<file path="src/rtl/fpba_pkg.sv">
package fpba_pkg;

    localparam int NUM_BLOCKS_DEF = 64;
    localparam int SIZE_BITS_DEF  = 16;

    localparam int OPCODE_W   = 1;
    localparam int SLOT_W     = 6;
    localparam int VALUE_W    = 16;
    localparam int MODE_W     = 2;
    localparam int COUNT_W    = 7;
    localparam int CFG_IDX_W  = 1;
    localparam int CFG_DATA_W = 7;

    localparam logic [OPCODE_W-1:0] OP_LOAD  = 1'b0;
    localparam logic [OPCODE_W-1:0] OP_ALLOC = 1'b1;

    localparam logic [MODE_W-1:0] MODE_FIRST = 2'd0;
    localparam logic [MODE_W-1:0] MODE_BEST  = 2'd1;
    localparam logic [MODE_W-1:0] MODE_WORST = 2'd2;

    localparam logic [CFG_IDX_W-1:0] CFG_FIT_MODE    = 1'b0;
    localparam logic [CFG_IDX_W-1:0] CFG_BLOCK_COUNT = 1'b1;

    typedef struct packed {
        logic fits;
        logic lt_best;
        logic gt_best;
    } alu_flags_t;

endpackage

</file>
<file path="src/rtl/fpba_ram.sv">
module fpba_ram #(
    parameter int WIDTH = 16,
    parameter int DEPTH = 64
) (
    input  logic                                   aclk,
    input  logic                                   wr_en,
    input  logic [((DEPTH > 1) ? $clog2(DEPTH) : 1)-1:0] wr_addr,
    input  logic [WIDTH-1:0]                       wr_data,
    input  logic                                   rd_en,
    input  logic [((DEPTH > 1) ? $clog2(DEPTH) : 1)-1:0] rd_addr,
    output logic [WIDTH-1:0]                       rd_data
);

    logic [WIDTH-1:0] mem [0:DEPTH-1];
    logic [WIDTH-1:0] rd_data_reg;

    always_ff @(posedge aclk) begin
        if (wr_en) begin
            mem[wr_addr] <= wr_data;
        end
        if (rd_en) begin
            rd_data_reg <= mem[rd_addr];
        end
    end

    assign rd_data = rd_data_reg;

endmodule

</file>
<file path="src/rtl/fpba_alu.sv">
module fpba_alu #(
    parameter int SIZE_BITS = fpba_pkg::SIZE_BITS_DEF
) (
    input  logic [SIZE_BITS-1:0] operand,
    input  logic [SIZE_BITS-1:0] request,
    input  logic [SIZE_BITS-1:0] best,
    output logic [SIZE_BITS-1:0] diff,
    output fpba_pkg::alu_flags_t flags
);

    logic [SIZE_BITS:0] sub_full;

    assign sub_full      = {1'b0, operand} - {1'b0, request};
    assign diff          = sub_full[SIZE_BITS-1:0];
    assign flags.fits    = ~sub_full[SIZE_BITS];
    assign flags.lt_best = operand < best;
    assign flags.gt_best = operand > best;

endmodule

</file>
<file path="src/rtl/fit_policy_block_allocator.sv">
// Channel  | Ports                                        | Direction
// ---------+----------------------------------------------+----------
// input    | s_valid s_ready s_opcode s_block_slot         | in
//          | s_size_value                                 |
// result   | m_valid m_ready m_granted m_chosen_block      | out
//          | m_space_left                                 |
// config   | cfg_wr_en cfg_index cfg_wdata                | in
//
// Load transaction: table written on accept. Allocate transaction: result valid and input
// ready again together after a scan of N = min(block_count, NUM_BLOCKS) entries, fewer
// under first fit, through the single table read port feeding one shared subtract/compare
// unit, one entry per cycle, then a read drain step, then a write-back step.
// Reset clears control only; table entries are undefined until loaded, no clearing pass.
// Write-back waits while the previous result is still held on the result channel.
module fit_policy_block_allocator #(
    parameter int NUM_BLOCKS = fpba_pkg::NUM_BLOCKS_DEF,
    parameter int SIZE_BITS  = fpba_pkg::SIZE_BITS_DEF
) (
    input  logic                                aclk,
    input  logic                                aresetn,
    input  logic                                cfg_wr_en,
    input  logic [fpba_pkg::CFG_IDX_W-1:0]      cfg_index,
    input  logic [fpba_pkg::CFG_DATA_W-1:0]     cfg_wdata,
    input  logic                                s_valid,
    output logic                                s_ready,
    input  logic [fpba_pkg::OPCODE_W-1:0]       s_opcode,
    input  logic [fpba_pkg::SLOT_W-1:0]         s_block_slot,
    input  logic [fpba_pkg::VALUE_W-1:0]        s_size_value,
    output logic                                m_valid,
    input  logic                                m_ready,
    output logic                                m_granted,
    output logic [fpba_pkg::SLOT_W-1:0]         m_chosen_block,
    output logic [fpba_pkg::VALUE_W-1:0]        m_space_left
);

    localparam int AW  = (NUM_BLOCKS > 1) ? $clog2(NUM_BLOCKS) : 1;
    localparam int CNW = $clog2(NUM_BLOCKS + 1);
    localparam int CW  = (CNW > fpba_pkg::COUNT_W) ? CNW : fpba_pkg::COUNT_W;
    localparam int SW  = (SIZE_BITS > fpba_pkg::VALUE_W) ? SIZE_BITS : fpba_pkg::VALUE_W;

    localparam logic [1:0] ST_IDLE  = 2'd0;
    localparam logic [1:0] ST_SCAN  = 2'd1;
    localparam logic [1:0] ST_WRITE = 2'd2;

    logic [1:0]                      state_reg, state_next;
    logic [fpba_pkg::MODE_W-1:0]     fit_mode_reg;
    logic [fpba_pkg::COUNT_W-1:0]    block_count_reg;
    logic [fpba_pkg::MODE_W-1:0]     mode_reg, mode_next;
    logic [CW-1:0]                   limit_reg, limit_next;
    logic [CW-1:0]                   addr_reg, addr_next;
    logic                            rd_vld_reg, rd_vld_next;
    logic [CW-1:0]                   rd_idx_reg, rd_idx_next;
    logic                            found_reg, found_next;
    logic [CW-1:0]                   pick_reg, pick_next;
    logic [SIZE_BITS-1:0]            best_reg, best_next;
    logic [SIZE_BITS-1:0]            req_reg, req_next;
    logic                            m_valid_reg, m_valid_next;
    logic                            granted_reg, granted_next;
    logic [fpba_pkg::SLOT_W-1:0]     chosen_reg, chosen_next;
    logic [fpba_pkg::VALUE_W-1:0]    space_reg, space_next;

    logic                            ram_we;
    logic [AW-1:0]                   ram_waddr;
    logic [SIZE_BITS-1:0]            ram_wdata;
    logic                            ram_re;
    logic [SIZE_BITS-1:0]            ram_rdata;

    logic [SIZE_BITS-1:0]            alu_a;
    logic [SIZE_BITS-1:0]            alu_diff;
    fpba_pkg::alu_flags_t            alu_flags;

    logic [CW-1:0]                   limit_w;
    logic                            first_mode;
    logic                            stop;
    logic                            better;
    logic [SW-1:0]                   diff_ext;

    fpba_ram #(
        .WIDTH (SIZE_BITS),
        .DEPTH (NUM_BLOCKS)
    ) u_table (
        .aclk    (aclk),
        .wr_en   (ram_we),
        .wr_addr (ram_waddr),
        .wr_data (ram_wdata),
        .rd_en   (ram_re),
        .rd_addr (addr_reg[AW-1:0]),
        .rd_data (ram_rdata)
    );

    fpba_alu #(
        .SIZE_BITS (SIZE_BITS)
    ) u_alu (
        .operand (alu_a),
        .request (req_reg),
        .best    (best_reg),
        .diff    (alu_diff),
        .flags   (alu_flags)
    );

    assign limit_w = (CW'(block_count_reg) > CW'(NUM_BLOCKS)) ? CW'(NUM_BLOCKS)
                                                            : CW'(block_count_reg);
    assign first_mode = (mode_reg != fpba_pkg::MODE_BEST) &&
                        (mode_reg != fpba_pkg::MODE_WORST);
    assign stop       = found_reg && first_mode;
    assign alu_a      = (state_reg == ST_WRITE) ? best_reg : ram_rdata;
    assign better     = ((mode_reg == fpba_pkg::MODE_BEST) && alu_flags.lt_best) ||
                        ((mode_reg == fpba_pkg::MODE_WORST) && alu_flags.gt_best);
    assign diff_ext   = SW'(alu_diff);
    assign ram_re     = (state_reg == ST_SCAN) && (addr_reg < limit_reg) && !stop;

    always_comb begin
        state_next   = state_reg;
        mode_next    = mode_reg;
        limit_next   = limit_reg;
        addr_next    = addr_reg;
        rd_vld_next  = 1'b0;
        rd_idx_next  = rd_idx_reg;
        found_next   = found_reg;
        pick_next    = pick_reg;
        best_next    = best_reg;
        req_next     = req_reg;
        m_valid_next = m_valid_reg && !m_ready;
        granted_next = granted_reg;
        chosen_next  = chosen_reg;
        space_next   = space_reg;
        ram_we       = 1'b0;
        ram_waddr    = AW'(s_block_slot);
        ram_wdata    = SIZE_BITS'(s_size_value);
        case (state_reg)
            ST_IDLE: begin
                if (s_valid) begin
                    if (s_opcode == fpba_pkg::OP_LOAD) begin
                        ram_we = int'(s_block_slot) < NUM_BLOCKS;
                    end else begin
                        req_next   = SIZE_BITS'(s_size_value);
                        mode_next  = fit_mode_reg;
                        limit_next = limit_w;
                        addr_next  = '0;
                        found_next = 1'b0;
                        state_next = ST_SCAN;
                    end
                end
            end
            ST_SCAN: begin
                if (ram_re) begin
                    rd_vld_next = 1'b1;
                    rd_idx_next = addr_reg;
                    addr_next   = addr_reg + 1'b1;
                end
                if (rd_vld_reg && !stop && alu_flags.fits && (!found_reg || better)) begin
                    found_next = 1'b1;
                    pick_next  = rd_idx_reg;
                    best_next  = ram_rdata;
                end
                if (!ram_re && !rd_vld_reg) begin
                    state_next = ST_WRITE;
                end
            end
            ST_WRITE: begin
                if (!m_valid_reg || m_ready) begin
                    ram_we       = found_reg;
                    ram_waddr    = pick_reg[AW-1:0];
                    ram_wdata    = alu_diff;
                    m_valid_next = 1'b1;
                    granted_next = found_reg;
                    chosen_next  = found_reg ? pick_reg[fpba_pkg::SLOT_W-1:0] : '0;
                    space_next   = found_reg ? diff_ext[fpba_pkg::VALUE_W-1:0] : '0;
                    state_next   = ST_IDLE;
                end
            end
            default: begin
                state_next = ST_IDLE;
            end
        endcase
    end

    always_ff @(posedge aclk) begin
        if (!aresetn) begin
            state_reg       <= ST_IDLE;
            fit_mode_reg    <= fpba_pkg::MODE_FIRST;
            block_count_reg <= '0;
            rd_vld_reg      <= 1'b0;
            found_reg       <= 1'b0;
            m_valid_reg     <= 1'b0;
        end else begin
            state_reg   <= state_next;
            rd_vld_reg  <= rd_vld_next;
            found_reg   <= found_next;
            m_valid_reg <= m_valid_next;
            if (cfg_wr_en) begin
                case (cfg_index)
                    fpba_pkg::CFG_FIT_MODE: begin
                        fit_mode_reg <= cfg_wdata[fpba_pkg::MODE_W-1:0];
                    end
                    fpba_pkg::CFG_BLOCK_COUNT: begin
                        block_count_reg <= cfg_wdata[fpba_pkg::COUNT_W-1:0];
                    end
                    default: begin
                    end
                endcase
            end
        end
    end

    always_ff @(posedge aclk) begin
        mode_reg    <= mode_next;
        limit_reg   <= limit_next;
        addr_reg    <= addr_next;
        rd_idx_reg  <= rd_idx_next;
        pick_reg    <= pick_next;
        best_reg    <= best_next;
        req_reg     <= req_next;
        granted_reg <= granted_next;
        chosen_reg  <= chosen_next;
        space_reg   <= space_next;
    end

    assign s_ready        = (state_reg == ST_IDLE);
    assign m_valid        = m_valid_reg;
    assign m_granted      = granted_reg;
    assign m_chosen_block = chosen_reg;
    assign m_space_left   = space_reg;

`ifndef SYNTH
    a_ready_idle: assert property (@(posedge aclk) disable iff (!aresetn)
        s_ready |-> (state_reg == ST_IDLE))
        else $error("input ready outside idle");

    a_read_in_range: assert property (@(posedge aclk) disable iff (!aresetn)
        (state_reg == ST_SCAN && rd_vld_reg) |-> (rd_idx_reg < limit_reg))
        else $error("table read beyond block count");

    a_pick_in_range: assert property (@(posedge aclk) disable iff (!aresetn)
        (state_reg == ST_WRITE && found_reg) |-> (pick_reg < limit_reg))
        else $error("chosen block beyond block count");

    a_writeback_found: assert property (@(posedge aclk) disable iff (!aresetn)
        (state_reg == ST_WRITE && ram_we) |-> found_reg)
        else $error("write-back without a fitting block");

    a_denied_zero: assert property (@(posedge aclk) disable iff (!aresetn)
        (m_valid && !m_granted) |-> (m_chosen_block == '0 && m_space_left == '0))
        else $error("denied result with nonzero fields");
`endif

endmodule
</file>
<file path="config.mk">
export PLATFORM = sky130hd
export DESIGN_NAME = fit_policy_block_allocator
export DESIGN_NICKNAME = d
export VERILOG_FILES = /design/src/rtl/fpba_pkg.sv /design/src/rtl/fpba_ram.sv /design/src/rtl/fpba_alu.sv /design/src/rtl/fit_policy_block_allocator.sv
export SDC_FILE = /design/constraint.sdc
export NUM_CORES = 1
export LEC_CHECK = 0
export ABC_AREA = 1
export CELL_PAD_IN_SITES_DETAIL_PLACEMENT = 0
export CELL_PAD_IN_SITES_GLOBAL_PLACEMENT = 2
export CORE_UTILIZATION = 34
export CTS_CLUSTER_DIAMETER = 200
export DETAILED_ROUTE_END_ITERATION = 8
export DONT_BUFFER_PORTS = 1
export MAX_ROUTING_LAYER = met4
export PLACE_DENSITY_LB_ADDON = 0.1
export SYNTH_ARGS = -nofsm -noshare
export SYNTH_HDL_FRONTEND = slang
export SYNTH_SLANG_ARGS = --single-unit
export TNS_END_PERCENT = 10
</file>
<file path="constraint.sdc">
create_clock -name aclk -period 5.82 [get_ports aclk]
set_clock_uncertainty 0.05 [all_clocks]
set_input_delay 0.291 -clock aclk [delete_from_list [all_inputs] [get_ports aclk]]
set_output_delay 0.291 -clock aclk [all_outputs]
set_load 0.01 [all_outputs]
</file>
==> results.toml <==
[outcome]
outcome = "complete, no violations"

[min_path]
holdCritPathClass = "input pin to flop"
hold-path-cell-count = 2
whs_endpoint = "addr_reg[3]$_SDFFCE_PN0P_"
min_from = "s_opcode"

[clock_network]
clkLatencyLatePin_ps = 770
cts_buffer_depth = 3
post_cts_resized = 0
numCtsBuffers = 133
clockRootBuffer = "clkbuf_16"
clk_pin_slew_ps = 60
htreeDepth = 4
cts_tree = "done"
cts.sinks = 1137

[synthesis]
ys_seq_area_share_pct = 74.6
mappedNetlistArea_um2 = 45600
postSynthCellCount = 3530
synth_nets = 3608
synth.distinct_cells = 38
ys_ff_latch = 1137
synth_warnings = 0
synth_area_per_cell_um2 = 12.9

[worst_setup_path]
cpMaxStageDelayCell = "inv_2"
cp_cell_sequence = "nor2_4, inv_2, o21ai_0, ha_1, inv_1, nor3_1, nand3_1, nand4_1, nand2_1, nand3_1, nand2_1, nand3_1, o21ai_0, inv_2"
reg2reg_depth = 14
criticalPathCategory = "flop to flop"
cp_data_required_time_ps = 6150
end_kind = "flop"
critical_path.top_delay_family = "buffers and inverters"
crit_top_cell = "nand3_1"
r2r-end = "u_table.mem[20][13]$_DFFE_PP_"
cp_num_buf_inv = 3
worstPathMaxFanout = 64
ff2ff_setup_slack_ps = 1790
start_kind = "flop"
crit_path_max_incr_delay_ps = 850
worstPathArrival_ps = 4360
r2r-start = "state_reg[0]$_SDFFE_PN0P_"

[sta]
tns_ps = 0
slew_headroom_pct = 10.6
min_period_over_period_pct = 69.2
hold_viol_final = 0
worst_pin_slew_ps = 1340
fmax_ghz = 0.248
final_max_slew_viol_count = 0
period_minus_slack_ps = 4030
setup_violations = 0
grt_setup_unrepaired = "false"

[die]
die-height_um = 368
start_util_pct = 34.2
core.rowCount = 134
fp.dieArea_um2 = 136000
core_area_um2 = 133000
boundaryPins = 61
fp.dieW_um = 368

[power_and_ir_drop]
pwr-share-seq_pct = 50.1
p_comb_share_pct = 6.9
powerDensity_nw_per_um2 = 346
p_int_mw = 14.0
p_leak_nw = 17.3
p_clk_share_pct = 43.0
switchingPower_mw = 4.20
ir_drop_mv = 0.224
swShare_pct = 23.0

[cells_and_area]
regMostFlops = "u_table.mem"
largest_register_ffs = 1024
fin_util_pct = 39.5
drive_gt1_share_pct = 9.25
synthToLayoutAreaGrowth_pct = 15.5
final_cells = 5489
multi_input_area_um2 = 10400
fillers = 12500
finalInstanceArea_um2 = 52700
seq_area_um2 = 34000
fin_nets = 3702

[grt]
grt.total_usage_pct = 21.9
grt_pass1_vias = 28600
overflow = 0
antenna_found_initial = 5
grt_pass1_wl_mm = 207
grt_max_degree = 150

[route]
routed_wl_mm = 145
avgRoutedWirePerCell_um = 26.4
drtPass1Iterations = 5
drc = 0
antenna_left = 0
drt-initial-drc-count = 2455
num_vias = 29300
vias_per_cell = 5.34

[place]
dp.cells = 5219
port_buffers = 0
dp_hpwl_mm = 82.2
dpl_cell_area_um2 = 48300
gp_congestion = 0.842

[run]
cap_violations = 0
timing repair:
action                                  in CTS  in global routing
hold buffers                                38                  0
endpoints found under the hold margin       30                  0
endpoints found under the setup margin       0                  0
setup buffers                                0                  0
stage by stage:
stage / worst slack [ps] / hold WS [ps] / power (mW)
5_1_grt: 1390 / 94.2 / 18.8
4_1_cts: 1760 / 40.7 / 18.4
6_report: 1790 / 79.9 / 18.2
2_1_floorplan: 512 / 340 / 9.98
3_5_place_dp: 1770 / 340 / 10.5
3_3_place_gp: 1780 / 340 / 10.5
per-layer routing:
metal,routed length [um],up-vias,track usage [%],part of all wire [%]
li1,-,13300,-,-
met1,67400,15000,30.1,47
met2,67300,785,33.7,46
met3,7120,180,3.39,4.9
met4,2960,0,5.61,2.0
met5,0,-,-,0
cell type report:
cell class,instances,share of cell area [%]
timing repair buffer,182,3.08
antenna,4,0.0190
sequential,1137,64.6
tap,1768,4.20
multi-input combinational,2056,19.7
inverter,114,0.843
clock inverter,48,0.639
clock buffer,180,7.00
cell usage after synthesis:
master	n	area share, %
edfxtp_1	1123	74
buf_2	39	0.43
fa_1	1	0.044
clkbuf_1	167	1.4
a211oi_1	2	0.033
xor2_1	2	0.038
nand3_1	118	1.3
nand4_1	44	0.60
clkinv_1	3	0.025
o21bai_1	2	0.033
nor2_4	2	0.049
a31o_2	1	0.019
o21ai_1	12	0.13
inv_2	5	0.041
o21a_1	3	0.049
or2_2	8	0.11
xnor2_1	9	0.17
o31ai_1	1	0.016
o221ai_1	75	1.4
buf_4	6	0.099
o22ai_2	1	0.027
o21ai_0	552	6.1
dfxtp_1	14	0.61
a21boi_0	1	0.016
mux2i_1	1	0.022
nand3b_1	1	0.016
inv_1	106	0.87
o22ai_1	152	2.1
ha_1	41	1.1
nor2_1	650	5.4
o211ai_1	53	0.87
a21o_1	3	0.049
a21oi_1	59	0.65
nor3_1	4	0.044
buf_1	11	0.091
nor2_2	1	0.014
or2_1	2	0.027
nand2_1	255	2.1
kinds of logic (layout without fill, tap and decap cells):
logic type / after synthesis / count (layout) / synth area share [%]
compound gates: 917 / 917 / 11.5
xor+xnor: 11 / 11 / 0.211
fa+ha+maj: 42 / 42 / 1.17
buf+inv: 337 / 524 / 2.93
flops: 1137 / 1137 / 74.6
mux: 1 / 1 / 0.0220
other cells: 0 / 4 / 0
simple gates: 1085 / 1085 / 9.61
power by group through the flow:
stage	combinational (mW)	sequential [mW]	clock (mW)
floorplan	0.687	9.29	0
global placement	1.22	9.29	0
detailed placement	1.24	9.29	0
CTS	1.27	9.12	8.04
global route	1.37	9.12	8.33
finish	1.25	9.12	7.84
cells in the final DEF (no fill, tap or decap), types with 13 or more instances in the layout:
master and n:
edfxtp_1 1123, nor2_1 649, o21ai_0 544, nand2_1 254
o22ai_1 152, clkbuf_16 141, buf_4 131, nand3_1 118
inv_1 95, o221ai_1 75, a21oi_1 59, o211ai_1 53
nand4_1 44, ha_1 41, clkbuf_1 38, dlygate4sd3_1 38
clkinv_1 32, dfxtp_1 14, inv_2 13, clkinv_2 13
buf_12 13
worst max-delay path by stage:
stage                               from                            end  slack, ps  depth (start not counted)
5_1_grt        state_reg[1]$_SDFFE_PN0P_   u_table.mem[49][9]$_DFFE_PP_       1390                         14
4_1_cts        state_reg[1]$_SDFFE_PN0P_   u_table.mem[42][9]$_DFFE_PP_       1760                         14
3_3_place_gp   state_reg[1]$_SDFFE_PN0P_   u_table.mem[52][9]$_DFFE_PP_       1780                         14
6_report       state_reg[0]$_SDFFE_PN0P_  u_table.mem[20][13]$_DFFE_PP_       1790                         14
2_1_floorplan  state_reg[1]$_SDFFE_PN0P_    u_table.mem[0][7]$_DFFE_PP_        510                         12
3_5_place_dp   state_reg[0]$_SDFFE_PN0P_  u_table.mem[28][13]$_DFFE_PP_       1770                         14
Note: power is estimated with default switching activity, not from simulation.
